==> src/rtl/mtwg_pkg.sv <==
`timescale 1ns / 1ps
// ----------------------------------------------------------------------------
// Mersenne twister word generator package
// Shared widths, codes, constants and stage types of the generator.
// ----------------------------------------------------------------------------
package mtwg_pkg;

   localparam int WORD_WIDTH  = 32;
   localparam int INDEX_WIDTH = 10;

   localparam logic OP_LOAD = 1'b0;
   localparam logic OP_DRAW = 1'b1;

   localparam logic [WORD_WIDTH-1:0] HIGH_BIT = 32'h8000_0000;
   localparam logic [WORD_WIDTH-1:0] LOW_BITS = 32'h7FFF_FFFF;
   localparam logic [WORD_WIDTH-1:0] FEEDBACK = 32'h9908_B0DF;

   localparam int OUT_DEPTH   = 3;
   localparam int LEVEL_WIDTH = 2;
   localparam int PTR_WIDTH   = 2;

   typedef struct packed {
      logic                   valid;
      logic                   draw;
      logic                   raw;
      logic                   load_en;
      logic [INDEX_WIDTH-1:0] waddr;
      logic [WORD_WIDTH-1:0]  load_value;
   } stage_type;

   typedef struct packed {
      logic [INDEX_WIDTH-1:0] a;
      logic [INDEX_WIDTH-1:0] b;
      logic [INDEX_WIDTH-1:0] h;
   } read_type;

   typedef struct packed {
      logic                   en;
      logic [INDEX_WIDTH-1:0] addr;
      logic [WORD_WIDTH-1:0]  data;
   } write_type;

endpackage

==> src/rtl/mtwg_mixer.sv <==
`timescale 1ns / 1ps
// ----------------------------------------------------------------------------
// Mersenne twister mixer
// Rebuilds a state word from the read data, forms the memory write of the
// stage and the word handed to the output queue.
// ----------------------------------------------------------------------------
module mtwg_mixer
   import mtwg_pkg::*;
(
   input  stage_type             stage,
   input  logic [WORD_WIDTH-1:0] rd_a_word,
   input  logic [WORD_WIDTH-1:0] rd_b_word,
   input  logic                  rd_h_bit,
   output write_type             wr,
   output logic                  push,
   output logic [WORD_WIDTH-1:0] push_word
);

   logic [WORD_WIDTH-1:0] joined;
   logic [WORD_WIDTH-1:0] mixed;

   assign joined = ({rd_h_bit, {(WORD_WIDTH - 1){1'b0}}} & HIGH_BIT) | (rd_a_word & LOW_BITS);
   assign mixed  = rd_b_word ^ (joined >> 1) ^ (joined[0] ? FEEDBACK : '0);

   always_comb begin
      wr.en   = stage.valid && (stage.draw ? !stage.raw : stage.load_en);
      wr.addr = stage.waddr;
      wr.data = stage.draw ? mixed : stage.load_value;
   end

   assign push      = stage.valid && stage.draw;
   assign push_word = stage.raw ? rd_a_word : mixed;

endmodule

==> config.mk <==
export PLATFORM = sky130hd
export DESIGN_NAME = mtwg_mixer
export DESIGN_NICKNAME = d
export VERILOG_FILES = /design/src/rtl/mtwg_pkg.sv /design/src/rtl/mtwg_mixer.sv
export SDC_FILE = /design/constraint.sdc
export NUM_CORES = 1
export LEC_CHECK = 0
export ABC_AREA = 1
export BUFFER_PORTS_ARGS = -buffer_cell sky130_fd_sc_hd__clkbuf_2
export CELL_PAD_IN_SITES_DETAIL_PLACEMENT = 1
export CELL_PAD_IN_SITES_GLOBAL_PLACEMENT = 1
export CORE_MARGIN = 3
export CORE_UTILIZATION = 21
export DETAILED_ROUTE_END_ITERATION = 10
export PLACE_DENSITY_LB_ADDON = 0.1
export SETUP_SLACK_MARGIN = 0.05
export SLEW_MARGIN = 20
export SYNTH_ARGS = -nofsm -noshare
export SYNTH_HDL_FRONTEND = slang
export SYNTH_SLANG_ARGS = --single-unit
export TNS_END_PERCENT = 1
==> constraint.sdc <==
create_clock -name vclk -period 1.97
set_input_delay 0.4925 -clock vclk [all_inputs]
set_output_delay 0.4925 -clock vclk [all_outputs]
set_load 0.05 [all_outputs]
==> results.ini <==
[global_routing]
antenna_found_initial=0
grt_pass1_wl_mm=12.3
gr-usage-all-layers_pct=17.1
global_route.overflow_total=0
grt_pass1_vias=2713
grt_max_degree=25

[cells_and_area]
seqCellArea_um2=0
clkbuf_count=0
fin_area_um2=2630
multi_input_area_um2=1250
post_route_cells_drive_above_1_share_pct=40.7
design.seq.count=0
instances_no_fill=568
nets=585
final_core_util_pct=37.4
antenna_cells=0
area_growth_syn_to_layout_pct=68.1
fill_cells=1033

[sta]
tightestPinTransition_ps=307
fmax_mhz=527
min_period_over_period_pct=96.3
min_period_ps=1900
whs_ps=985
drv_slew=0
finalHoldViolCount=0
report.final.setup_viol=0
slew_headroom_pct=79.4
grt_setup_unrepaired=true
fin_ws_ps=72.9

[drt]
viasPerCell=4.50
wirelength_mm=7.71
vias=2557
drtIter0Drc=29
route.detailed.drc=0
ant_nets=0
routedWlPerCell_um=13.6
dr.pass1.iters=4

[synth]
yosysSeqAreaShare_pct=0
yosys_warnings=0
yosys.area.top_type=nand2_1
synth_top_area_share_pct=35.8
syn_avg_cell_area_um2=4.87
synth_area_um2=1560
synthCells=321
mappedNetlistNets=432
yosysUniqueCellTypes=15
synthTopCellsByArea=nand2_1 36%, nand3_1 15%, xnor2_1 10%, inv_1 7.0%, nand3_2 6.4%

[pwr]
irDropWorstVdd_mv=0.200
leakage_nw=1.61
power_density_nw_per_um2=441

[worst_setup_path]
worstPathArrival_ps=1400
required_ps=1480
startpoint=rd_a_word[0]
cp_num_buf_inv=3
cpMaxStageDelayCell=o21ai_1
worstSetupEndpointType=output pin
worst_path_largest_cell_delay_ps=220
crit_path_max_fanout=6
path_class=primary input to output pin
path_cells=clkbuf_2 > buf_4 > xnor2_2 > o21ai_1 > buf_12
start_kind=primary input
crit_family=buffers and inverters

[min_path]
hold_class=primary input to output pin
hold_path_startpoint=stage[33]

[floorplanning]
die_h_um=92.3
start_util_pct=22.3
core_area_um2=7020
num_rows=30
dieArea_um2=8510
ioPinCount=187
die_w_um=92.3

[placement]
dpl.hpwl_mm=6.83
gp_congestion=0.836
dp_cells=568
port_buffers=167
place_ws_ps=39.8
place_area_um2=2610

[run_status]
status=finished, final reports clean

[run]
cap_violations=0

[cts]
cts_hold_buf=0

## cells in the mapped netlist
master	count
o21ai_1	19
inv_6	1
inv_2	1
inv_4	1
buf_2	11
buf_6	2
nand3_2	10
nand3_1	46
xnor2_1	18
nand2_1	149
o21ai_0	18
nor2_1	2
buf_4	13
buf_12	1
inv_1	29
## metrics by stage
| stage | power, mW | setup TNS [ps] |
|---|---|---|
| floorplan | 0.806 | -1850 |
| global placement | 1.15 | 0 |
| detailed placement | 1.17 | 0 |
| CTS | 1.17 | 0 |
| global route | 1.24 | 0 |
| finish | 1.16 | 0 |
## cell usage in the layout (no fill, tap or decap)
cell type / n
o21ai_0: 1
buf_12: 14
xnor2_1: 17
inv_1: 29
xnor2_2: 1
nor2_1: 2
nand2_1: 149
inv_2: 1
nand3_2: 10
inv_6: 1
buf_4: 10
inv_4: 1
buf_2: 8
o21ai_1: 36
clkbuf_4: 2
nand3_1: 46
clkbuf_2: 144
## final cells by class
class,count,area share (%)
Inverter,32,4.86
Timing Repair Buffer,178,43.1
Multi-Input combinational cell,262,47.5
Tap cell,96,4.57
## kinds of logic (layout without fill, tap and decap cells)
| logic type | after synthesis | in the layout | synth area share (%) |
|---|---|---|---|
| AOI/OAI and AO/OA | 37 | 37 | 11.8 |
| xor gates and xnor gates | 18 | 18 | 10.1 |
| buffers and inverters | 59 | 210 | 20.7 |
| and+or+nand+nor | 207 | 207 | 57.4 |
## metal layers
metal  up-vias  part of all wire (%)  track usage [%]
met2       107                    50             32.7
met5         -                     0                0
met3         4                    10             5.09
met4         0                  0.70             1.11
li1       1305                     -                -
met1      1141                    39             19.4
## what timing repair did
action,CTS,global route
pin swaps,0,0
setup endpoints to repair,3,32
setup buffers,0,0
resized for setup,1,11
endpoints found under the hold margin,0,0
## power by group
group	internal, mW	switching (mW)	total, mW
Clock	0	0	0
Sequential	0	0	0
Combinational	0.365	0.793	1.16
Total	0.365	0.793	1.16
## path summary, 6_finish.rpt
kind / endpoint / cells past startpoint / slack (ps)
max: wr[31] / 5 / 70
min: wr[33] / 0 / 990
Power figures use the tool's default switching activity.
