## src/rtl/mtwg_pkg.sv

```systemverilog
`timescale 1ns / 1ps
// ----------------------------------------------------------------------------
// Mersenne twister word generator package
// Shared widths, codes, constants and stage types of the generator.
// ----------------------------------------------------------------------------
package mtwg_pkg;

   localparam int WORD_WIDTH  = 32;
   localparam int INDEX_WIDTH = 10;

   localparam logic OP_LOAD = 1'b0;
   localparam logic OP_DRAW = 1'b1;

   localparam logic [WORD_WIDTH-1:0] HIGH_BIT = 32'h8000_0000;
   localparam logic [WORD_WIDTH-1:0] LOW_BITS = 32'h7FFF_FFFF;
   localparam logic [WORD_WIDTH-1:0] FEEDBACK = 32'h9908_B0DF;

   localparam int OUT_DEPTH   = 3;
   localparam int LEVEL_WIDTH = 2;
   localparam int PTR_WIDTH   = 2;

   typedef struct packed {
      logic                   valid;
      logic                   draw;
      logic                   raw;
      logic                   load_en;
      logic [INDEX_WIDTH-1:0] waddr;
      logic [WORD_WIDTH-1:0]  load_value;
   } stage_type;

   typedef struct packed {
      logic [INDEX_WIDTH-1:0] a;
      logic [INDEX_WIDTH-1:0] b;
      logic [INDEX_WIDTH-1:0] h;
   } read_type;

   typedef struct packed {
      logic                   en;
      logic [INDEX_WIDTH-1:0] addr;
      logic [WORD_WIDTH-1:0]  data;
   } write_type;

endpackage

```

## src/rtl/mtwg_sequencer.sv

```systemverilog
`timescale 1ns / 1ps
// ----------------------------------------------------------------------------
// Mersenne twister sequencer
// Keeps the read position and the raw pass flag, issues the memory reads of
// an accepted item and registers its control for the mixing stage.
// ----------------------------------------------------------------------------
module mtwg_sequencer
   import mtwg_pkg::*;
#(
   parameter int STATE_LENGTH = 624,
   parameter int MIX_OFFSET   = 397
) (
   input  logic                   clock,
   input  logic                   reset,
   input  logic                   accept,
   input  logic                   operation,
   input  logic [INDEX_WIDTH-1:0] word_index,
   input  logic [WORD_WIDTH-1:0]  word_value,
   output read_type               rd,
   output stage_type              stage
);

   localparam int AW   = $clog2(STATE_LENGTH);
   localparam int MOFF = MIX_OFFSET % STATE_LENGTH;
   localparam logic [AW:0]          LENGTH_EXT = (AW + 1)'(STATE_LENGTH);
   localparam logic [AW:0]          MOFF_EXT   = (AW + 1)'(MOFF);
   localparam logic [INDEX_WIDTH:0] LENGTH_IDX = (INDEX_WIDTH + 1)'(STATE_LENGTH);

   logic [AW-1:0] pos_ff;
   logic [AW-1:0] pos_in;
   logic          raw_ff;
   logic          raw_in;
   stage_type     stage_ff;
   stage_type     stage_in;

   logic [AW:0]   pos_plus;
   logic [AW:0]   far_sum;
   logic [AW-1:0] next_pos;
   logic [AW-1:0] far_pos;
   logic          is_draw;
   logic          wrap;

   assign is_draw  = (operation == OP_DRAW);
   assign pos_plus = {1'b0, pos_ff} + (AW + 1)'(1);
   assign wrap     = (pos_plus == LENGTH_EXT);
   assign next_pos = wrap ? '0 : pos_plus[AW-1:0];
   assign far_sum  = {1'b0, pos_ff} + MOFF_EXT;

   always_comb begin
      if (far_sum >= LENGTH_EXT) begin
         far_pos = AW'(far_sum - LENGTH_EXT);
      end else begin
         far_pos = far_sum[AW-1:0];
      end
   end

   always_comb begin
      rd.a = raw_ff ? INDEX_WIDTH'(pos_ff) : INDEX_WIDTH'(next_pos);
      rd.b = INDEX_WIDTH'(far_pos);
      rd.h = INDEX_WIDTH'(pos_ff);
   end

   always_comb begin
      stage_in.valid      = accept;
      stage_in.draw       = is_draw;
      stage_in.raw        = raw_ff;
      stage_in.load_en    = !is_draw && ({1'b0, word_index} < LENGTH_IDX);
      stage_in.waddr      = is_draw ? INDEX_WIDTH'(pos_ff) : word_index;
      stage_in.load_value = word_value;
   end

   always_comb begin
      pos_in = pos_ff;
      raw_in = raw_ff;
      if (accept) begin
         if (is_draw) begin
            pos_in = next_pos;
            if (wrap) begin
               raw_in = 1'b0;
            end
         end else begin
            pos_in = '0;
            raw_in = 1'b1;
         end
      end
   end

   always_ff @(posedge clock) begin
      if (reset) begin
         pos_ff   <= '0;
         raw_ff   <= 1'b1;
         stage_ff <= '0;
      end else begin
         pos_ff   <= pos_in;
         raw_ff   <= raw_in;
         stage_ff <= stage_in;
      end
   end

   assign stage = stage_ff;

endmodule

```

## config.mk

```make
export PLATFORM = sky130hd
export DESIGN_NAME = mtwg_sequencer
export DESIGN_NICKNAME = d
export VERILOG_FILES = /design/src/rtl/mtwg_pkg.sv /design/src/rtl/mtwg_sequencer.sv
export SDC_FILE = /design/constraint.sdc
export NUM_CORES = 1
export LEC_CHECK = 0
export BUFFER_PORTS_ARGS = -buffer_cell sky130_fd_sc_hd__buf_2
export CAP_MARGIN = 0
export CORE_MARGIN = 3
export CORE_UTILIZATION = 42
export DETAILED_ROUTE_END_ITERATION = 8
export GPL_TIMING_DRIVEN = 0
export PLACE_DENSITY = 0.75
export SLEW_MARGIN = 20
export SYNTH_ARGS = -nofsm -noshare
export SYNTH_HDL_FRONTEND = slang
export SYNTH_SLANG_ARGS = --single-unit
```

## constraint.sdc

```tcl
create_clock -name clock -period 2.2 [get_ports clock]
set_input_delay 0.33 -clock clock [delete_from_list [all_inputs] [get_ports clock]]
set_output_delay 0.33 -clock clock [all_outputs]
set_load 0.005 [all_outputs]
```

==> flow_summary.yaml <==
outcome:
  status: "finished, violations left"
  violations: "setup timing"
sta:
  post-route-period-util_pct: 128.3
  max_slew_margin_pct: 51.04
  finalCriticalPeriod_ns: 2.822
  worst_pin_slew_ns: 0.7344
  hold_viol: 0
  drv_slew: 0
  setup_viol: 12
  fin_skew_ns: 0.003317
  fmax_ghz: 0.3543
  rsz0062_at_grt: "true"
  setup_slack_ns: -0.6221
pwr:
  intPower_mw: 1.812
  swShare_pct: 21.97
  comb_power_share_pct: 8.9
  pwr-share-seq_pct: 46.7
  powerDensity_nw_per_um2: 550.6
  leakagePower_nw: 2.018
  peakVddDrop_uv: 570.6
  clockPowerShare_pct: 44.4
  p_sw_mw: 0.5100
setup_path:
  path_class: "register to primary output"
  max_stage_delay_ns: 0.36
  cp-end-kind: "primary output"
  r2r-start: "pos_ff[0]$_SDFFE_PP0P_"
  cp_cell_sequence: "buf_8, a211o_4, nand2_4, xor2_2, inv_1, ha_4, and2_4, o211ai_1, nand2_1, a311oi_2, buf_2"
  cp_max_fo: 8
  crit_required_ns: 1.87
  crit_path_end: "rd[16]"
  cp.depth: 11
  critPathTopFamily: "compound AO/OA/AOI/OAI gates"
  crit_slowest_cell: "dfxtp_4"
  arrival_ns: 2.49
  rrSetupSlack_ns: 0.08
  r2r-end: "raw_ff$_SDFFE_PP1P_"
  reg2regPathDepth: 11
  critical_path_buf_inv_count: 3
  start_kind: "register"
  crit_start: "pos_ff[1]$_SDFFE_PP0P_"
placement:
  io_buffers: 119
  place.gp.congestion: 0.8970
  hpwlAfterDp_um: 5817
  post-place-ws_ns: -0.4012
grt:
  grt_max_degree: 11
  grt_usage_pct: 21.09
  gr-total-overflow: 0
  grt_first_pass_wirelength_um: 12430
  grt_pass1_vias: 2654
  grt_antenna_before_repair: 0
clock_network:
  cts_buffer_depth: 2
  htree_num_levels: 3
  clock-root-buffer: "clkbuf_8"
  clkSinkCount: 57
  path_clk_slew_ns: 0.07
  cts_tree: "built"
  clock_latency_ns: 0.33
  cts_buffers: 9
drt:
  vias_per_cell: 5.333
  via_count: 2933
  wire_per_inst_um: 16.02
  drt_pre_antenna_iters: 5
  drt_iter0_markers: 184
  wirelength_um: 8810
  antenna_left: 0
  drcViolationCount: 0
synthesis:
  synth_compound_area_share_pct: 15.20
  synth.area.mux_share_pct: 3.316
  synth_ff_type: "dfxtp_1"
  synth_top_family_by_area: "simple AND/OR/NAND/NOR gates"
  synthCells: 307
  syn_avg_cell_area_um2: 8.848
  synth_top_area_cell: "dfxtp_1"
  synth_edf_count: 0
  ys_top_cells_by_area: "dfxtp_1, nor2b_1, nand2_1"
  synth_nets: 356
  yosysUniqueCellTypes: 58
  async_flop_share_pct: 0
  synth_area_um2: 2716
  ys_top_cells_by_count: "dfxtp_1, nor2b_1, nand2_1, nor2_1, clkbuf_1"
  synth_fa_ha_area_share_pct: 1.382
  synth_most_common_cell: "dfxtp_1"
  ys_seq_area_share_pct: 42.01
  synth_xor_area_share_pct: 5.113
  synth-seq-cells: 57
  yosys_warnings: 0
  synth_top_area_share_pct: 42.01
  synth_simple_gate_area_share_pct: 27.04
floorplanning:
  fp.coreArea_um2: 6096
  ioPinCount: 122
  chipHeight_um: 86.42
  num_rows: 28
  initial_core_util_pct: 44.56
  dieArea_um2: 7468
  chipWidth_um: 86.42
final_layout:
  diodes: 0
  areaGrowthSynthToFinish_pct: 55.23
  finish.utilization_pct: 69.17
  drive_above_1_share_pct: 49.89
  fin_nets: 519
  nFillCells: 492
min_path:
  hold_class: "input pin to register"
job:
  max_cap_viol_count: 0
-- cells by family after synthesis --
kind of cell / count (synthesis)
AND/OR/NAND/NOR: 135
XOR/XNOR: 15
flip-flops: 57
buffers and inverters: 33
adder cells (fa/ha/maj): 3
AO/OA/AOI/OAI: 55
multiplexers: 9
-- worst register-to-register path, stage by stage, from the launching register on --
cell,delay [ns]
dfxtp_4,0.37
ha_4,0.17
buf_8,0.13
buf_6,0.12
a21oi_4,0.13
a21oi_4,0.08
a2bb2oi_4,0.19
nor3_4,0.22
buf_6,0.14
buf_4,0.11
nand2_1,0.06
a221o_1,0.30
-- power by group through the flow --
| stage | clock network, mW | registers [mW] | logic [mW] |
|---|---|---|---|
| after floorplan | 0 | 1.12 | 0.0764 |
| after global placement | 0 | 1.11 | 0.184 |
| after detailed placement | 0 | 1.11 | 0.188 |
| after CTS | 1.05 | 1.09 | 0.194 |
| after global routing | 1.09 | 1.09 | 0.227 |
| final | 1.03 | 1.08 | 0.206 |
-- worst min path at each step --
stage / start / cells after the start / slack (ns) / end
after floorplan: reset / 1 / 0.43 / stage[44]$_SDFF_PP0_
after global placement: word_value[17] / 2 / 0.54 / stage[17]$_SDFF_PP0_
after CTS: word_value[28] / 2 / 0.20 / stage[28]$_SDFF_PP0_
after global routing: word_value[11] / 2 / 0.20 / stage[11]$_SDFF_PP0_
after detailed placement: word_value[29] / 2 / 0.54 / stage[29]$_SDFF_PP0_
final: word_value[5] / 2 / 0.21 / stage[5]$_SDFF_PP0_
-- per-layer routing --
metal	wire [um]	vias to the layer above	global-route usage [%]	part of all wire (%)
met5	0	-	0	0
met4	247	0	8.074	2.8
met3	605	28	5.418	6.9
met2	4448	147	35.12	50
met1	3508	1375	26.14	40
li1	-	1383	-	-
-- flip-flops by register name, indices dropped and copies added, names as in the netlist --
register	count
stage	46
pos_ff	10
raw_ff	1
-- placed cells by master, fill, tap and decap left out, types with 6 or more instances in the layout --
cell and n:
buf_2 120, nor2_1 21, clkbuf_8 10, a21oi_1 12
buf_4 28, nand2_1 21, buf_6 10, mux2i_1 9
clkbuf_1 12, nor3_1 10, dfxtp_1 51, nor2b_1 35
o21ai_0 6
-- layout make-up --
cell class | instances | area, um2 | share of cell area (%)
plain buffers | 23 | 156.4 | 3.709
inverters | 6 | 22.52 | 0.5341
flip-flops and latches | 57 | 1156 | 27.42
clock inverters | 6 | 82.58 | 1.958
multi-input cells | 217 | 1670 | 39.61
clock buffers | 10 | 127.6 | 3.027
repair buffers | 156 | 907.1 | 21.51
well taps | 75 | 93.84 | 2.226
-- timing repair --
| action | 4_1_cts | 5_1_grt |
|---|---|---|
| pin swaps | 14 | 26 |
| setup endpoints to repair | 14 | 14 |
| setup buffers | 23 | 17 |
| resized for setup | 39 | 31 |
| hold buffers | 0 | 0 |
-- per-stage QoR --
step / power, mW / TNS [ns] / hold WS [ns] / cells / instance area (um2)
after detailed placement: 1.297 / -2.412 / 0.5417 / 501 / 3485
after global routing: 2.407 / -6.513 / 0.2006 / 550 / 4217
final: 2.322 / -5.340 / 0.2064 / 550 / 4217
after floorplan: 1.194 / -0.03716 / 0.4271 / 307 / 2795
after global placement: 1.292 / -1.802 / 0.5369 / 501 / 3485
after CTS: 2.325 / -4.832 / 0.2000 / 536 / 3989
Note: power is estimated with default switching activity, not from simulation.
