===== config.mk =====
export PLATFORM = sky130hd
export DESIGN_NAME = mtwg_out_fifo
export DESIGN_NICKNAME = d
export VERILOG_FILES = /design/src/rtl/mtwg_pkg.sv /design/src/rtl/mtwg_out_fifo.sv
export SDC_FILE = /design/constraint.sdc
export NUM_CORES = 1
export LEC_CHECK = 0
export BUFFER_PORTS_ARGS = -buffer_cell sky130_fd_sc_hd__clkbuf_2
export CAP_MARGIN = 15
export CORE_MARGIN = 2
export CORE_UTILIZATION = 45
export CTS_BUF_LIST = sky130_fd_sc_hd__clkbuf_4
export CTS_CLUSTER_DIAMETER = 120
export CTS_CLUSTER_SIZE = 10
export DETAILED_ROUTE_END_ITERATION = 8
export PLACE_DENSITY_LB_ADDON = 0.25
export SKIP_CTS_REPAIR_TIMING = 1
export SYNTH_ARGS = -nofsm -noshare
export SYNTH_HDL_FRONTEND = slang
export SYNTH_SLANG_ARGS = --single-unit

===== constraint.sdc =====
create_clock -name clock -period 4.4 [get_ports clock]
set_input_delay 1.1 -clock clock [delete_from_list [all_inputs] [get_ports clock]]
set_output_delay 1.1 -clock clock [all_outputs]
set_load 0.02 [all_outputs]

===== src/rtl/mtwg_pkg.sv =====
`timescale 1ns / 1ps
// ----------------------------------------------------------------------------
// Mersenne twister word generator package
// Shared widths, codes, constants and stage types of the generator.
// ----------------------------------------------------------------------------
package mtwg_pkg;

   localparam int WORD_WIDTH  = 32;
   localparam int INDEX_WIDTH = 10;

   localparam logic OP_LOAD = 1'b0;
   localparam logic OP_DRAW = 1'b1;

   localparam logic [WORD_WIDTH-1:0] HIGH_BIT = 32'h8000_0000;
   localparam logic [WORD_WIDTH-1:0] LOW_BITS = 32'h7FFF_FFFF;
   localparam logic [WORD_WIDTH-1:0] FEEDBACK = 32'h9908_B0DF;

   localparam int OUT_DEPTH   = 3;
   localparam int LEVEL_WIDTH = 2;
   localparam int PTR_WIDTH   = 2;

   typedef struct packed {
      logic                   valid;
      logic                   draw;
      logic                   raw;
      logic                   load_en;
      logic [INDEX_WIDTH-1:0] waddr;
      logic [WORD_WIDTH-1:0]  load_value;
   } stage_type;

   typedef struct packed {
      logic [INDEX_WIDTH-1:0] a;
      logic [INDEX_WIDTH-1:0] b;
      logic [INDEX_WIDTH-1:0] h;
   } read_type;

   typedef struct packed {
      logic                   en;
      logic [INDEX_WIDTH-1:0] addr;
      logic [WORD_WIDTH-1:0]  data;
   } write_type;

endpackage


===== src/rtl/mtwg_out_fifo.sv =====
`timescale 1ns / 1ps
// ----------------------------------------------------------------------------
// Mersenne twister output queue
// Small queue of finished words that parts the pipeline from the receiver.
// ----------------------------------------------------------------------------
module mtwg_out_fifo
   import mtwg_pkg::*;
(
   input  logic                   clock,
   input  logic                   reset,
   input  logic                   push,
   input  logic [WORD_WIDTH-1:0]  push_word,
   input  logic                   pop,
   output logic                   out_valid,
   output logic [WORD_WIDTH-1:0]  out_word,
   output logic [LEVEL_WIDTH-1:0] level
);

   localparam logic [PTR_WIDTH-1:0] LAST_PTR = PTR_WIDTH'(OUT_DEPTH - 1);

   logic [WORD_WIDTH-1:0]  entry_ff [OUT_DEPTH];
   logic [PTR_WIDTH-1:0]   wr_ptr_ff;
   logic [PTR_WIDTH-1:0]   wr_ptr_in;
   logic [PTR_WIDTH-1:0]   rd_ptr_ff;
   logic [PTR_WIDTH-1:0]   rd_ptr_in;
   logic [LEVEL_WIDTH-1:0] level_ff;
   logic [LEVEL_WIDTH-1:0] level_in;
   logic                   do_pop;

   assign do_pop = pop && (level_ff != '0);

   always_comb begin
      wr_ptr_in = wr_ptr_ff;
      rd_ptr_in = rd_ptr_ff;
      level_in  = level_ff;
      if (push) begin
         wr_ptr_in = (wr_ptr_ff == LAST_PTR) ? '0 : wr_ptr_ff + PTR_WIDTH'(1);
      end
      if (do_pop) begin
         rd_ptr_in = (rd_ptr_ff == LAST_PTR) ? '0 : rd_ptr_ff + PTR_WIDTH'(1);
      end
      if (push && !do_pop) begin
         level_in = level_ff + LEVEL_WIDTH'(1);
      end else if (!push && do_pop) begin
         level_in = level_ff - LEVEL_WIDTH'(1);
      end
   end

   always_ff @(posedge clock) begin
      if (push) begin
         entry_ff[wr_ptr_ff] <= push_word;
      end
   end

   always_ff @(posedge clock) begin
      if (reset) begin
         wr_ptr_ff <= '0;
         rd_ptr_ff <= '0;
         level_ff  <= '0;
      end else begin
         wr_ptr_ff <= wr_ptr_in;
         rd_ptr_ff <= rd_ptr_in;
         level_ff  <= level_in;
      end
   end

   assign out_valid = (level_ff != '0);
   assign out_word  = entry_ff[rd_ptr_ff];
   assign level     = level_ff;

endmodule


==> results of run 1 <==
## flip-flops by register name, summed over array words and instances, names as in the netlist, named ones only
signal,cells
wr_ptr_ff,2
level,2
rd_ptr_ff,2
entry_ff,96
## layer usage
layer / part of all wire [%] / wire length [um] / track usage, %
met5: 0 / 0 / 0
met4: 1.2 / 80 / 6.34
met3: 4.9 / 315 / 3.10
met2: 47 / 3030 / 22.5
met1: 47 / 3030 / 19.7
## worst max-delay path: stages (launching register included)
cell and delay (ns):
sky130_fd_sc_hd__dfxtp_2 1.08, sky130_fd_sc_hd__mux2i_1 0.20, sky130_fd_sc_hd__o21ai_1 0.19, sky130_fd_sc_hd__clkbuf_2 0.19
## per-stage QoR
| step | cells | worst slack, ns | hold WS (ns) | cell area [sq um] |
|---|---|---|---|---|
| floorplan | 236 | 0.408 | 0.446 | 3850 |
| CTS | 418 | 1.16 | 0.496 | 4470 |
| detailed placement | 402 | 1.65 | 0.472 | 4310 |
| global placement | 402 | 1.63 | 0.462 | 4310 |
| finish | 419 | 1.22 | 0.495 | 4490 |
| global route | 419 | 1.02 | 0.514 | 4490 |
## cell families (layout without fill, tap and decap cells)
group | Yosys count | count (layout) | synth area share [%]
AO/OA/AOI/OAI | 38 | 38 | 5.13
XOR/XNOR | 2 | 2 | 0.455
adder cells (fa/ha/maj) | 1 | 1 | 0.325
buffers and inverters | 12 | 90 | 1.53
flip-flops | 104 | 104 | 79.0
multiplexers | 33 | 33 | 8.61
AND/OR/NAND/NOR | 46 | 46 | 4.91
## power by group
group / total, mW / internal [mW] / switching [mW]
registers: 1.23 / 1.14 / 0.0845
logic: 0.478 / 0.195 / 0.283
clock network: 0.525 / 0.234 / 0.291
total: 2.23 / 1.57 / 0.658
## placed cells by master (no fill, tap or decap)
master / count
sky130_fd_sc_hd__a21oi_1: 3
sky130_fd_sc_hd__a21oi_2: 1
sky130_fd_sc_hd__buf_12: 1
sky130_fd_sc_hd__buf_4: 2
sky130_fd_sc_hd__bufinv_16: 2
sky130_fd_sc_hd__clkbuf_2: 70
sky130_fd_sc_hd__clkbuf_4: 10
sky130_fd_sc_hd__clkinv_1: 1
sky130_fd_sc_hd__clkinv_2: 1
sky130_fd_sc_hd__clkinvlp_4: 2
sky130_fd_sc_hd__dfxtp_1: 6
sky130_fd_sc_hd__dfxtp_2: 2
sky130_fd_sc_hd__edfxtp_1: 96
sky130_fd_sc_hd__ha_1: 1
sky130_fd_sc_hd__inv_1: 1
sky130_fd_sc_hd__mux2_2: 1
sky130_fd_sc_hd__mux2i_1: 32
sky130_fd_sc_hd__nand2_1: 36
sky130_fd_sc_hd__nor2_1: 3
sky130_fd_sc_hd__nor2_4: 2
sky130_fd_sc_hd__nor3b_2: 1
sky130_fd_sc_hd__o21ai_0: 1
sky130_fd_sc_hd__o21ai_1: 32
sky130_fd_sc_hd__o21ai_2: 1
sky130_fd_sc_hd__or2_1: 1
sky130_fd_sc_hd__or3_1: 2
sky130_fd_sc_hd__or3b_1: 1
sky130_fd_sc_hd__xor2_1: 2
## cell type report
type / instances / area [sq um] / area share, %
Clock buffer: 10 / 75.1 / 1.67
Clock inverter: 6 / 83.8 / 1.87
Inverter: 1 / 3.75 / 0.0835
Timing Repair Buffer: 73 / 385 / 8.58
Sequential cell: 104 / 3050 / 67.8
Tap cell: 105 / 131 / 2.92
Multi-Input combinational cell: 120 / 768 / 17.1
## worst max path at each step
stage | to | from | cells after the start | slack (ns)
final | out_word[25] | register | 3 | 1.22
after global routing | out_word[25] | register | 3 | 1.02
after CTS | out_word[26] | register | 3 | 1.16
after detailed placement | out_word[26] | register | 3 | 1.65
after global placement | out_word[19] | register | 3 | 1.63
after floorplan | entry_ff[0][0] | push | 1 | 0.41
==> report_table.html, run 1 <==
<table>
<tr><th>Metric</th><th>Value</th></tr>
<tr><th colspan="2">Global routing</th></tr>
<tr><td>Number of antenna violations at the first check in global routing</td><td>0</td></tr>
<tr><td>Number of global-route vias before repair</td><td>1,981</td></tr>
<tr><td>Overall routing resource usage</td><td>14.4%</td></tr>
<tr><td>Wire length of the first global-routing pass</td><td>9710 um</td></tr>
<tr><td>Pin count of the biggest net entering global routing</td><td>65</td></tr>
<tr><td>Remaining Overflow, GRT</td><td>0</td></tr>
<tr><th colspan="2">STA</th></tr>
<tr><td>Number of failing hold endpoints at the final stage</td><td>0</td></tr>
<tr><td>Setup-violating endpoint count in the final report</td><td>0</td></tr>
<tr><td>Sum Neg Setup Slack</td><td>0 ns</td></tr>
<tr><td>Final clock skew</td><td>0.0106 ns</td></tr>
<tr><td>Clock period minus final worst setup slack</td><td>3.18 ns</td></tr>
<tr><td>Slew HR</td><td>27.6%</td></tr>
<tr><td>Slew Limit Fails</td><td>0</td></tr>
<tr><td>Peak Freq</td><td>314 MHz</td></tr>
<tr><td>Setup repair after global routing missed its margin</td><td>no</td></tr>
<tr><td>Worst-Margin Slew</td><td>1.09 ns</td></tr>
<tr><td>Share of the clock period used by the worst path after layout</td><td>72.4%</td></tr>
<tr><th colspan="2">Power</th></tr>
<tr><td>Peak VDD IR</td><td>386 uV</td></tr>
<tr><td>Total power</td><td>2.23 mW</td></tr>
<tr><td>Ratio of total power to cell area</td><td>496 nW/um^2</td></tr>
<tr><td>Leak Pwr</td><td>1.55 nW</td></tr>
<tr><th colspan="2">Die</th></tr>
<tr><td>Initial Utilization</td><td>46.6%</td></tr>
<tr><td>Die area</td><td>9310 sq um</td></tr>
<tr><td>Cell row count</td><td>33</td></tr>
<tr><td>Area inside the core boundary</td><td>8260 sq um</td></tr>
<tr><td>Die boundary width</td><td>96.5 um</td></tr>
<tr><td># IOs</td><td>71</td></tr>
<tr><td>Die outline height</td><td>96.5 um</td></tr>
<tr><th colspan="2">Finish</th></tr>
<tr><td>Area delta synth-&gt;final</td><td>16.7%</td></tr>
<tr><td>Count of filler cells inserted in the layout</td><td>693</td></tr>
<tr><td>Ratio of cells with drive above 1 in the final layout</td><td>30.6%</td></tr>
<tr><td>Fraction of the core area covered by cells at the end of the flow</td><td>54.4%</td></tr>
<tr><td>Final net count</td><td>346</td></tr>
<tr><td>Diodes inserted</td><td>0</td></tr>
<tr><th colspan="2">Route</th></tr>
<tr><td>Detailed-route wire length per cell</td><td>15.4 um</td></tr>
<tr><td>Final wirelength</td><td>6460 um</td></tr>
<tr><td>DRC</td><td>0</td></tr>
<tr><td>Average via count per standard cell</td><td>5.00</td></tr>
<tr><td>Count of nets left with antenna violations after detail routing</td><td>0</td></tr>
<tr><td>First-pass iteration count of the detailed router</td><td>4</td></tr>
<tr><td>Number of design-rule violations left by the first detailed-router iteration</td><td>88</td></tr>
<tr><td>Via count</td><td>2,096</td></tr>
<tr><th colspan="2">Setup path</th></tr>
<tr><td>Reg-to-Reg Start</td><td>wr_ptr_ff[1]</td></tr>
<tr><td>Critical path startpoint category</td><td>register</td></tr>
<tr><td>Arrival time of data at the critical path endpoint</td><td>2.08 ns</td></tr>
<tr><td>Required time at the endpoint of the critical path</td><td>3.30 ns</td></tr>
<tr><td>Biggest fanout along the worst timing path</td><td>32</td></tr>
<tr><td>Worst setup path class</td><td>reg -&gt; out</td></tr>
<tr><td>Reg2Reg Depth</td><td>2</td></tr>
<tr><td>Reg-to-Reg End</td><td>entry_ff[2][17]</td></tr>
<tr><td>Reg2Reg Setup Slack</td><td>2.65 ns</td></tr>
<tr><td>Kind of end point of the critical path</td><td>output pin</td></tr>
<tr><th colspan="2">Synthesis</th></tr>
<tr><td>Share of synthesized area occupied by flip-flops and latches</td><td>79.0%</td></tr>
<tr><td>Cell type contributing the most total cell area after synthesis</td><td>sky130_fd_sc_hd__edfxtp_1</td></tr>
<tr><td>Warning count from the yosys run</td><td>0</td></tr>
<tr><td>Ranking of synthesized cells by area</td><td>sky130_fd_sc_hd__edfxtp_1 (75%), sky130_fd_sc_hd__mux2i_1 (8.3%), sky130_fd_sc_hd__dfxtp_1 (4.2%)</td></tr>
<tr><td>Leading cell type by number of instances after synthesis</td><td>sky130_fd_sc_hd__edfxtp_1</td></tr>
<tr><td>Post-synth cell types</td><td>21</td></tr>
<tr><td>Average cell area after synthesis</td><td>16.3 sq um</td></tr>
<tr><td>Cell area after synthesis</td><td>3850 sq um</td></tr>
<tr><td>Post-Synthesis Net Count</td><td>273</td></tr>
<tr><td>Number of instances in the synthesized netlist</td><td>236</td></tr>
<tr><td>Area fraction of the dominant cell type after synthesis</td><td>74.9%</td></tr>
<tr><td>Synth top cells by count</td><td>sky130_fd_sc_hd__edfxtp_1 (96), sky130_fd_sc_hd__nand2_1 (36), sky130_fd_sc_hd__mux2i_1 (32), sky130_fd_sc_hd__o21ai_1 (32), sky130_fd_sc_hd__dfxtp_1 (8)</td></tr>
<tr><td>Share of flip-flops with an asynchronous set or reset after synthesis</td><td>0%</td></tr>
<tr><td>Post-synthesis sequential element count</td><td>104</td></tr>
<tr><td>EDFF count, synth</td><td>96</td></tr>
<tr><td>Primary flip-flop cell chosen by synthesis mapping</td><td>sky130_fd_sc_hd__edfxtp_1</td></tr>
<tr><th colspan="2">Outcome</th></tr>
<tr><td>Status</td><td>finished, final reports clean</td></tr>
<tr><th colspan="2">Hold path</th></tr>
<tr><td>Classification of the worst-slack hold path</td><td>reg -&gt; reg</td></tr>
<tr><td>HP Start</td><td>rd_ptr_ff[0]</td></tr>
<tr><td>Cell depth of the worst hold path</td><td>2</td></tr>
<tr><th colspan="2">Clocking</th></tr>
<tr><td>Clock root buffer</td><td>sky130_fd_sc_hd__clkbuf_4</td></tr>
<tr><td>Sink Count</td><td>104</td></tr>
<tr><td>Number of levels in the clock H-tree</td><td>3</td></tr>
<tr><td>Number of buffers created by CTS</td><td>9</td></tr>
<tr><td>Clock tree from TritonCTS</td><td>built</td></tr>
<tr><td>Number of buffers on the longest clock path</td><td>2</td></tr>
<tr><td>Clk pin slew, worst setup/hold paths</td><td>0.14 ns</td></tr>
<tr><td>Clock latency reported for the late side of the worst-skew pair</td><td>0.42 ns</td></tr>
<tr><th colspan="2">Run</th></tr>
<tr><td># Max-Cap Violations</td><td>0</td></tr>
<tr><th colspan="2">Place</th></tr>
<tr><td># port buffers</td><td>70</td></tr>
<tr><td>Global placement routability congestion</td><td>0.656</td></tr>
<tr><td>Post-detailed-placement half-perimeter wirelength</td><td>3860 um</td></tr>
</table>
Power figures use the tool's default switching activity.
==> run 2: changes to the inputs <==
--- a/config.mk
+++ b/config.mk
@@ -5,6 +5,7 @@
 export SDC_FILE = /design/constraint.sdc
 export NUM_CORES = 1
 export LEC_CHECK = 0
+export ABC_AREA = 1
 export BUFFER_PORTS_ARGS = -buffer_cell sky130_fd_sc_hd__clkbuf_2
 export CAP_MARGIN = 15
 export CORE_MARGIN = 2
==> constraint.sdc (replaced) <==
create_clock -name clock -period 3.3 [get_ports clock]
set_input_delay 0.825 -clock clock [delete_from_list [all_inputs] [get_ports clock]]
set_output_delay 0.825 -clock clock [all_outputs]
set_load 0.02 [all_outputs]
==> run 2 against run 1 <==
Register-to-register slack got worse by 0.94 ns. Non-clock buffer count increased by 4. Largest cell class unchanged. Global-route usage increased by 2.0 points. Die area increased by 1.8%. Sequential power increased by 26%. Critical path type unchanged. Power increased by 27%. Synthesized cell count increased by 22%. Core utilization decreased by 1.8 points. Critical path depth increased by 1. Wire length increased by 16%.
==> report_table.html, run 2 <==
<table>
<tr><th>Metric</th><th>Value</th></tr>
<tr><th colspan="2">Synthesis</th></tr>
<tr><td>Share of synthesized area occupied by flip-flops and latches</td><td>77.6% (-1.4 points)</td></tr>
<tr><td>Primary flip-flop cell chosen by synthesis mapping</td><td>sky130_fd_sc_hd__edfxtp_1</td></tr>
<tr><td>Share of flip-flops with an asynchronous set or reset after synthesis</td><td>0% (unchanged)</td></tr>
<tr><td>Post-synthesis sequential element count</td><td>104 (unchanged)</td></tr>
<tr><td>Warning count from the yosys run</td><td>0 (unchanged)</td></tr>
<tr><td>Ranking of synthesized cells by area</td><td>sky130_fd_sc_hd__edfxtp_1 (74%), sky130_fd_sc_hd__a21oi_1 (8.6%), sky130_fd_sc_hd__nand2_1 (4.1%)</td></tr>
<tr><td>Cell area after synthesis</td><td>3920 sq um (+1.9%)</td></tr>
<tr><td>EDFF count, synth</td><td>96 (unchanged)</td></tr>
<tr><td>Average cell area after synthesis</td><td>13.6 sq um (-17%)</td></tr>
<tr><td>Post-synth cell types</td><td>19 (-9.5%)</td></tr>
<tr><td>Cell type contributing the most total cell area after synthesis</td><td>sky130_fd_sc_hd__edfxtp_1</td></tr>
<tr><td>Number of instances in the synthesized netlist</td><td>289 (+22%)</td></tr>
<tr><td>Area fraction of the dominant cell type after synthesis</td><td>73.5% (-1.4 points)</td></tr>
<tr><td>Synth top cells by count</td><td>sky130_fd_sc_hd__edfxtp_1 (96), sky130_fd_sc_hd__a21oi_1 (67), sky130_fd_sc_hd__nand2_1 (43), sky130_fd_sc_hd__nor2_1 (37), sky130_fd_sc_hd__inv_1 (12)</td></tr>
<tr><td>Leading cell type by number of instances after synthesis</td><td>sky130_fd_sc_hd__edfxtp_1</td></tr>
<tr><td>Post-Synthesis Net Count</td><td>326 (+19%)</td></tr>
<tr><th colspan="2">STA</th></tr>
<tr><td>Number of failing hold endpoints at the final stage</td><td>0 (unchanged)</td></tr>
<tr><td>Final clock skew</td><td>0.0140 ns (+0.00338 ns)</td></tr>
<tr><td>Hold slack</td><td>0.475 ns (-0.0198 ns)</td></tr>
<tr><td>Slew HR</td><td>48.6% (+21 points)</td></tr>
<tr><td>Share of the clock period used by the worst path after layout</td><td>88.6%</td></tr>
<tr><td>Slew Limit Fails</td><td>0 (unchanged)</td></tr>
<tr><td>Setup repair after global routing missed its margin</td><td>no</td></tr>
<tr><td>Peak Freq</td><td>342 MHz</td></tr>
<tr><td>Clock period minus final worst setup slack</td><td>2.92 ns</td></tr>
<tr><td>Setup-violating endpoint count in the final report</td><td>0 (unchanged)</td></tr>
<tr><td>Sum Neg Setup Slack</td><td>0 ns (unchanged)</td></tr>
<tr><td>Fin worst setup slack</td><td>0.378 ns (-0.839 ns)</td></tr>
<tr><td>Worst-Margin Slew</td><td>0.770 ns (-0.316 ns)</td></tr>
<tr><th colspan="2">Global routing</th></tr>
<tr><td>GR Util met3</td><td>3.96% (+0.85 points)</td></tr>
<tr><td>Global route hottest layer</td><td>met2</td></tr>
<tr><td>Wire length of the first global-routing pass</td><td>12,000 um (+24%)</td></tr>
<tr><td>Number of global-route vias before repair</td><td>2,426 (+22%)</td></tr>
<tr><td>Overall routing resource usage</td><td>16.5% (+2.0 points)</td></tr>
<tr><td>Number of antenna violations at the first check in global routing</td><td>0 (unchanged)</td></tr>
<tr><td>Pin count of the biggest net entering global routing</td><td>33 (-49%)</td></tr>
<tr><td>Remaining Overflow, GRT</td><td>0 (unchanged)</td></tr>
<tr><td>Met2 Resource Use GR</td><td>27.2% (+4.7 points)</td></tr>
<tr><td>GR Util met1</td><td>21.2% (+1.5 points)</td></tr>
<tr><th colspan="2">Setup path</th></tr>
<tr><td>Arrival time of data at the critical path endpoint</td><td>2.10 ns (+0.02 ns)</td></tr>
<tr><td>Reg-to-Reg End</td><td>entry_ff[1][30]</td></tr>
<tr><td>Required time at the endpoint of the critical path</td><td>2.47 ns (-0.83 ns)</td></tr>
<tr><td>Critical path startpoint category</td><td>register</td></tr>
<tr><td>Reg-to-Reg Start</td><td>wr_ptr_ff[1]</td></tr>
<tr><td>Kind of end point of the critical path</td><td>output pin</td></tr>
<tr><td>Worst setup path class</td><td>reg -&gt; out</td></tr>
<tr><td>Reg2Reg Setup Slack</td><td>1.71 ns (-0.94 ns)</td></tr>
<tr><td>Biggest fanout along the worst timing path</td><td>20 (-38%)</td></tr>
<tr><td>Reg2Reg Depth</td><td>4 (+2)</td></tr>
<tr><th colspan="2">Place</th></tr>
<tr><td>Post-detailed-placement half-perimeter wirelength</td><td>4710 um (+22%)</td></tr>
<tr><td>Global placement routability congestion</td><td>0.717 (+9.3%)</td></tr>
<tr><td>Worst slack, placed</td><td>0.885 ns (-0.767 ns)</td></tr>
<tr><td># port buffers</td><td>70 (unchanged)</td></tr>
<tr><th colspan="2">Die</th></tr>
<tr><td>Cell row count</td><td>34 (+3.0%)</td></tr>
<tr><td>Area inside the core boundary</td><td>8590 sq um (+4.1%)</td></tr>
<tr><td>Die outline height</td><td>97.4 um (+0.89%)</td></tr>
<tr><td>Die area</td><td>9480 sq um (+1.8%)</td></tr>
<tr><td># IOs</td><td>71 (unchanged)</td></tr>
<tr><td>Initial Utilization</td><td>45.6% (-0.99 points)</td></tr>
<tr><td>Die boundary width</td><td>97.4 um (+0.89%)</td></tr>
<tr><th colspan="2">Finish</th></tr>
<tr><td>Number of flip-flops under the largest register name</td><td>96 (unchanged)</td></tr>
<tr><td>Ratio of cells with drive above 1 in the final layout</td><td>25.8% (-4.8 points)</td></tr>
<tr><td>Final net count</td><td>400 (+16%)</td></tr>
<tr><td>Area delta synth-&gt;final</td><td>15.3%</td></tr>
<tr><td>Most common cell after layout, fill and taps aside</td><td>sky130_fd_sc_hd__edfxtp_1</td></tr>
<tr><td>Most frequent cells in the layout</td><td>sky130_fd_sc_hd__edfxtp_1 (96), sky130_fd_sc_hd__clkbuf_2 (70), sky130_fd_sc_hd__a21oi_1 (67)</td></tr>
<tr><td>Diodes inserted</td><td>0 (unchanged)</td></tr>
<tr><td>Register containing the most flip-flops in the final layout</td><td>entry_ff</td></tr>
<tr><th colspan="2">Route</th></tr>
<tr><td>Final wirelength</td><td>7480 um (+16%)</td></tr>
<tr><td>First-pass iteration count of the detailed router</td><td>4 (unchanged)</td></tr>
<tr><td>Number of design-rule violations left by the first detailed-router iteration</td><td>99 (+13%)</td></tr>
<tr><td>Average via count per standard cell</td><td>5.01 (+0.16%)</td></tr>
<tr><td>DRC</td><td>0 (unchanged)</td></tr>
<tr><td>Via count</td><td>2,385 (+14%)</td></tr>
<tr><td>Detailed-route wire length per cell</td><td>15.7 um (+2.0%)</td></tr>
<tr><td>Count of nets left with antenna violations after detail routing</td><td>0 (unchanged)</td></tr>
<tr><th colspan="2">Outcome</th></tr>
<tr><td>Status</td><td>finished, final reports clean</td></tr>
<tr><th colspan="2">Clocking</th></tr>
<tr><td>Clock tree from TritonCTS</td><td>built</td></tr>
<tr><td>Clock latency reported for the late side of the worst-skew pair</td><td>0.44 ns (+0.02 ns)</td></tr>
<tr><td>Clk pin slew, worst setup/hold paths</td><td>0.15 ns (about the same)</td></tr>
<tr><td>Number of levels in the clock H-tree</td><td>3 (unchanged)</td></tr>
<tr><td>Number of buffers on the longest clock path</td><td>2 (unchanged)</td></tr>
<tr><td>Number of buffers created by CTS</td><td>9 (unchanged)</td></tr>
<tr><td>Clock root buffer</td><td>sky130_fd_sc_hd__clkbuf_4</td></tr>
<tr><td>Sink Count</td><td>104 (unchanged)</td></tr>
<tr><th colspan="2">Run</th></tr>
<tr><td># Max-Cap Violations</td><td>0 (unchanged)</td></tr>
<tr><th colspan="2">Hold path</th></tr>
<tr><td>Cell depth of the worst hold path</td><td>2 (unchanged)</td></tr>
<tr><td>Classification of the worst-slack hold path</td><td>reg -&gt; reg</td></tr>
<tr><td>End point of the most critical hold path</td><td>wr_ptr_ff[1]</td></tr>
<tr><td>HP Start</td><td>wr_ptr_ff[1]</td></tr>
<tr><th colspan="2">Power</th></tr>
<tr><td>Ratio of total power to cell area</td><td>627 nW/um^2 (+27%)</td></tr>
<tr><td>Leak Pwr</td><td>1.75 nW (+13%)</td></tr>
<tr><td>Peak VDD IR</td><td>265 uV (-31%)</td></tr>
</table>
## run 2: changes by cell type after synthesis, sizes merged, moves of 6 or more
cell,delta
nor2,+32
nand2,+7
a21oi,+63
inv,+13
o21ai,-33
mux2i,-32
buf,+9
clkbuf,-6
## run 2: worst max-delay path by stage
stage	from	end	cells past startpoint
after floorplan	push	entry_ff[2][0]	2
after global placement	register	out_word[28]	4
after detailed placement	register	out_word[28]	4
after CTS	register	out_word[28]	4
after global routing	register	out_word[28]	4
final	register	out_word[28]	4
## run 2: report_power, final
| part | total (mW) | switching (mW) | internal, mW |
|---|---|---|---|
| clock network | 0.717 | 0.409 | 0.308 |
| registers | 1.55 | 0.0391 | 1.51 |
| logic | 0.573 | 0.392 | 0.181 |
| total | 2.84 | 0.840 | 2.00 |
## run 2: metrics by stage
| stage | utilization, % | power [mW] | area, sq um | instances |
|---|---|---|---|---|
| floorplan | - | 1.97 | 3930 | 289 |
| global route | 52.6 | 2.97 | 4520 | 476 |
| detailed placement | 50.8 | 2.16 | 4360 | 460 |
| CTS | 52.6 | 2.86 | 4520 | 476 |
| global placement | 50.8 | 2.15 | 4360 | 460 |
| finish | 52.6 | 2.84 | 4520 | 476 |
## run 2: routing by layer
metal | vias to the layer above | share of wire, %
li1 | 1178 | -
met1 | 1133 | 45
met2 | 62 | 48
met3 | 12 | 4.8
met4 | 0 | 1.7
met5 | - | 0
## run 2: layout make-up
class                      instances  area (sq um)
clock buffer                       9          67.6
inverter                          15          63.8
multi-input combinational        156           706
tap                              108           135
timing repair buffer              77           415
clock inverter                     7          92.6
sequential                       104          3040
fill                             746          4070
## run 2: critical path: stages (launching register included)
cell and delay [ns]:
sky130_fd_sc_hd__dfxtp_1 0.85, sky130_fd_sc_hd__buf_4 0.34, sky130_fd_sc_hd__a21oi_1 0.06, sky130_fd_sc_hd__a21oi_1 0.20
sky130_fd_sc_hd__clkbuf_2 0.21
## run 2: kinds of logic (layout without fill, tap and decap cells)
logic type	after synthesis	after routing	share of synthesized area (%)
buffers and inverters	29	108	4.69
adder cells (fa/ha/maj)	1	1	0.319
flip-flops	104	104	77.6
AO/OA/AOI/OAI	70	70	9.06
AND/OR/NAND/NOR	85	85	8.33
==> run 3: changes to the inputs <==
--- a/config.mk
+++ b/config.mk
@@ -8,14 +8,18 @@
 export ABC_AREA = 1
 export BUFFER_PORTS_ARGS = -buffer_cell sky130_fd_sc_hd__clkbuf_2
 export CAP_MARGIN = 15
+export CELL_PAD_IN_SITES_DETAIL_PLACEMENT = 2
+export CELL_PAD_IN_SITES_GLOBAL_PLACEMENT = 2
 export CORE_MARGIN = 2
-export CORE_UTILIZATION = 45
+export CORE_UTILIZATION = 39
 export CTS_BUF_LIST = sky130_fd_sc_hd__clkbuf_4
 export CTS_CLUSTER_DIAMETER = 120
 export CTS_CLUSTER_SIZE = 10
 export DETAILED_ROUTE_END_ITERATION = 8
 export PLACE_DENSITY_LB_ADDON = 0.25
+export RECOVER_POWER = 25
 export SKIP_CTS_REPAIR_TIMING = 1
+export SKIP_LAST_GASP = 1
 export SYNTH_ARGS = -nofsm -noshare
 export SYNTH_HDL_FRONTEND = slang
 export SYNTH_SLANG_ARGS = --single-unit
==> run 3 against run 2 <==
Core utilization shrank 6.7 points. Combinational power decreased by 1%. Cell count grew 4.4%. Fmax rose by 2.3%. Largest cell class unchanged. Final area shrank 0.75%. Critical endpoint is now out_word[24]. Wire length increased by 31%.
==> report_table.html, run 3 (synthesis gave the netlist of run 2 again) <==
<table>
<tr><th>Metric</th><th>Value</th></tr>
<tr><th colspan="2">Outcome</th></tr>
<tr><td>Status</td><td>finished, final reports clean</td></tr>
<tr><th colspan="2">STA</th></tr>
<tr><td>Setup-violating endpoint count in the final report</td><td>0 (unchanged)</td></tr>
<tr><td>Final clock skew</td><td>0.0150 ns (+0.00106 ns)</td></tr>
<tr><td>Number of failing hold endpoints at the final stage</td><td>0 (unchanged)</td></tr>
<tr><td>Slew HR</td><td>51.4% (+2.8 points)</td></tr>
<tr><td>Share of the clock period used by the worst path after layout</td><td>86.6% (-2.0 points)</td></tr>
<tr><td>Setup repair after global routing missed its margin</td><td>no</td></tr>
<tr><td>Sum Neg Setup Slack</td><td>0 ns (unchanged)</td></tr>
<tr><td>Peak Freq</td><td>350 MHz (+2.3%)</td></tr>
<tr><td>Worst-Margin Slew</td><td>0.728 ns (-0.0415 ns)</td></tr>
<tr><td>Slew Limit Fails</td><td>0 (unchanged)</td></tr>
<tr><td>Clock period minus final worst setup slack</td><td>2.86 ns (-0.0653 ns)</td></tr>
<tr><td>Fin worst setup slack</td><td>0.443 ns (+0.0653 ns)</td></tr>
<tr><th colspan="2">Setup path</th></tr>
<tr><td>Worst setup path class</td><td>reg -&gt; out</td></tr>
<tr><td>Kind of end point of the critical path</td><td>output pin</td></tr>
<tr><td>Number of buffer and inverter instances along the worst setup path</td><td>2 (unchanged)</td></tr>
<tr><td>Critical path, cell by cell</td><td>inv_4 &gt; nor2_1 &gt; a21oi_1 &gt; clkbuf_2</td></tr>
<tr><td>Critical path startpoint category</td><td>register</td></tr>
<tr><td>Required time at the endpoint of the critical path</td><td>2.47 ns (about the same)</td></tr>
<tr><td>Slowest CP cell</td><td>sky130_fd_sc_hd__dfxtp_2</td></tr>
<tr><td>CP peak stage delay</td><td>0.82 ns (-0.03 ns)</td></tr>
<tr><td>Arrival time of data at the critical path endpoint</td><td>2.03 ns (-0.07 ns)</td></tr>
<tr><td>Top cell family by delay on the critical path</td><td>flip-flops</td></tr>
<tr><td>Biggest fanout along the worst timing path</td><td>33 (+65%)</td></tr>
<tr><th colspan="2">Clocking</th></tr>
<tr><td>Number of levels in the clock H-tree</td><td>3 (unchanged)</td></tr>
<tr><td>Clock tree from TritonCTS</td><td>built</td></tr>
<tr><td>Clock root buffer</td><td>sky130_fd_sc_hd__clkbuf_4</td></tr>
<tr><td>Clock latency reported for the late side of the worst-skew pair</td><td>0.43 ns (about the same)</td></tr>
<tr><td>Sink Count</td><td>104 (unchanged)</td></tr>
<tr><td>Number of buffers on the longest clock path</td><td>2 (unchanged)</td></tr>
<tr><td>Clk pin slew, worst setup/hold paths</td><td>0.15 ns (about the same)</td></tr>
<tr><td>Number of buffers created by CTS</td><td>9 (unchanged)</td></tr>
<tr><th colspan="2">Finish</th></tr>
<tr><td>Most frequent cells in the layout</td><td>sky130_fd_sc_hd__edfxtp_1 (96), sky130_fd_sc_hd__a21oi_1 (67), sky130_fd_sc_hd__clkbuf_2 (47)</td></tr>
<tr><td>Final net count</td><td>397 (-0.75%)</td></tr>
<tr><td>Ratio of cells with drive above 1 in the final layout</td><td>19.8% (-6.0 points)</td></tr>
<tr><td>Register containing the most flip-flops in the final layout</td><td>entry_ff</td></tr>
<tr><td>Number of flip-flops under the largest register name</td><td>96 (unchanged)</td></tr>
<tr><td>Diodes inserted</td><td>0 (unchanged)</td></tr>
<tr><td>Final std cells w/o fill</td><td>497 (+4.4%)</td></tr>
<tr><td>Finished layout cell area</td><td>4490 sq um (-0.75%)</td></tr>
<tr><td>Area delta synth-&gt;final</td><td>14.5%</td></tr>
<tr><td>Most common cell after layout, fill and taps aside</td><td>sky130_fd_sc_hd__edfxtp_1</td></tr>
<tr><th colspan="2">Power</th></tr>
<tr><td>Part of the power in registers</td><td>54.9% (+0.4 points)</td></tr>
<tr><td>Switching power</td><td>0.872 mW (+3.8%)</td></tr>
<tr><td>Peak VDD IR</td><td>287 uV (+8.1%)</td></tr>
<tr><td>Cell internal pwr</td><td>1.99 mW (-0.17%)</td></tr>
<tr><td>Clk pwr share</td><td>25.4% (about the same)</td></tr>
<tr><td>Leak Pwr</td><td>1.66 nW (-4.9%)</td></tr>
<tr><td>Net switching fraction of the power</td><td>30.4% (+0.82 points)</td></tr>
<tr><td>Portion of total power attributed to combinational logic</td><td>19.8% (-0.4 points)</td></tr>
<tr><td>Ratio of total power to cell area</td><td>639 nW/um^2 (+1.8%)</td></tr>
<tr><th colspan="2">Place</th></tr>
<tr><td>Global placement routability congestion</td><td>0.711 (-0.82%)</td></tr>
<tr><td>Post-Place Cells</td><td>482 (+4.8%)</td></tr>
<tr><td>Worst slack, placed</td><td>0.848 ns (-0.0373 ns)</td></tr>
<tr><td>Post-detailed-placement half-perimeter wirelength</td><td>6390 um (+36%)</td></tr>
<tr><td>Placed standard-cell area</td><td>4360 sq um (about the same)</td></tr>
<tr><td># port buffers</td><td>70 (unchanged)</td></tr>
<tr><th colspan="2">Route</th></tr>
<tr><td>Detailed-route wire length per cell</td><td>19.7 um (+25%)</td></tr>
<tr><td>Final wirelength</td><td>9810 um (+31%)</td></tr>
<tr><td>Average via count per standard cell</td><td>5.09 (+1.5%)</td></tr>
<tr><td>Number of design-rule violations left by the first detailed-router iteration</td><td>45 (-55%)</td></tr>
<tr><td>Via count</td><td>2,528 (+6.0%)</td></tr>
<tr><td>First-pass iteration count of the detailed router</td><td>4 (unchanged)</td></tr>
<tr><td>DRC</td><td>0 (unchanged)</td></tr>
<tr><td>Count of nets left with antenna violations after detail routing</td><td>0 (unchanged)</td></tr>
<tr><th colspan="2">Global routing</th></tr>
<tr><td>Pin count of the biggest net entering global routing</td><td>34 (+3.0%)</td></tr>
<tr><td>Overall routing resource usage</td><td>18.7% (+2.3 points)</td></tr>
<tr><td>Remaining Overflow, GRT</td><td>0 (unchanged)</td></tr>
<tr><td>Number of global-route vias before repair</td><td>2,802 (+15%)</td></tr>
<tr><td>Number of antenna violations at the first check in global routing</td><td>0 (unchanged)</td></tr>
<tr><td>Wire length of the first global-routing pass</td><td>15,400 um (+28%)</td></tr>
<tr><th colspan="2">Die</th></tr>
<tr><td>Die boundary width</td><td>104 um (+7.1%)</td></tr>
<tr><td>Area inside the core boundary</td><td>9770 sq um (+14%)</td></tr>
<tr><td>Die outline height</td><td>104 um (+7.1%)</td></tr>
<tr><td>Cell row count</td><td>36 (+5.9%)</td></tr>
<tr><td># IOs</td><td>71 (unchanged)</td></tr>
<tr><td>Die area</td><td>10,900 sq um (+15%)</td></tr>
<tr><td>Initial Utilization</td><td>40.1% (-5.5 points)</td></tr>
<tr><th colspan="2">Hold path</th></tr>
<tr><td>Classification of the worst-slack hold path</td><td>reg -&gt; reg</td></tr>
<tr><th colspan="2">Run</th></tr>
<tr><td># Max-Cap Violations</td><td>0 (unchanged)</td></tr>
</table>
==> run 3: cell count changes in the layout (fill, tap and decap cells not counted), sizes merged <==
cell / change
inv: -1
clkbuf: +1
clkinv: -1
buf: -3
==> run 3: area by class of cell <==
type	count	area, sq um
clock inverter	5	81.3
multi-input combinational	156	706
fill	998	5290
inverter	15	63.8
clock buffer	10	75.1
timing repair buffer	74	352
sequential	104	3050
tap	133	166
==> run 3: final timing paths <==
kind | from | to | slack [ns] | cells past startpoint
worst max-delay path | register | out_word[24] | 0.44 | 4
worst min-delay path | wr_ptr_ff[1] | wr_ptr_ff[1] | 0.49 | 2
worst max register to register | level[0] | level[1] | 1.83 | 8
worst min register to register | wr_ptr_ff[1] | wr_ptr_ff[1] | 0.49 | 2
==> run 3: metrics by stage <==
| stage | power [mW] | util [%] | hold slack [ns] |
|---|---|---|---|
| after CTS | 2.91 | 46.2 | 0.490 |
| after global placement | 2.15 | 44.6 | 0.455 |
| after floorplan | 1.97 | - | 0.438 |
| after detailed placement | 2.19 | 44.6 | 0.464 |
| final | 2.87 | 45.9 | 0.486 |
| after global routing | 3.01 | 45.9 | 0.512 |
==> run 3: per-layer routing <==
layer | GRT usage (%) | up-vias | share of wire, %
met3 | 2.94 | 10 | 2.3
li1 | - | 1166 | -
met5 | 0 | - | 0
met4 | 6.18 | 0 | 1.2
met1 | 22.6 | 1308 | 42
met2 | 34.0 | 44 | 54
==> run 3: tightest hold or removal path, stage by stage, from the launching register on <==
cell	delay, ns
sky130_fd_sc_hd__dfxtp_1	0.34
sky130_fd_sc_hd__nand2_1	0.06
sky130_fd_sc_hd__a21oi_1	0.06
==> run 3: power by group through the flow <==
stage / Clock [mW] / Sequential, mW / Combinational (mW)
2_1_floorplan: 0 / 1.56 / 0.404
6_report: 0.727 / 1.57 / 0.567
3_5_place_dp: 0 / 1.60 / 0.582
3_3_place_gp: 0 / 1.59 / 0.559
5_1_grt: 0.799 / 1.58 / 0.627
4_1_cts: 0.749 / 1.57 / 0.586
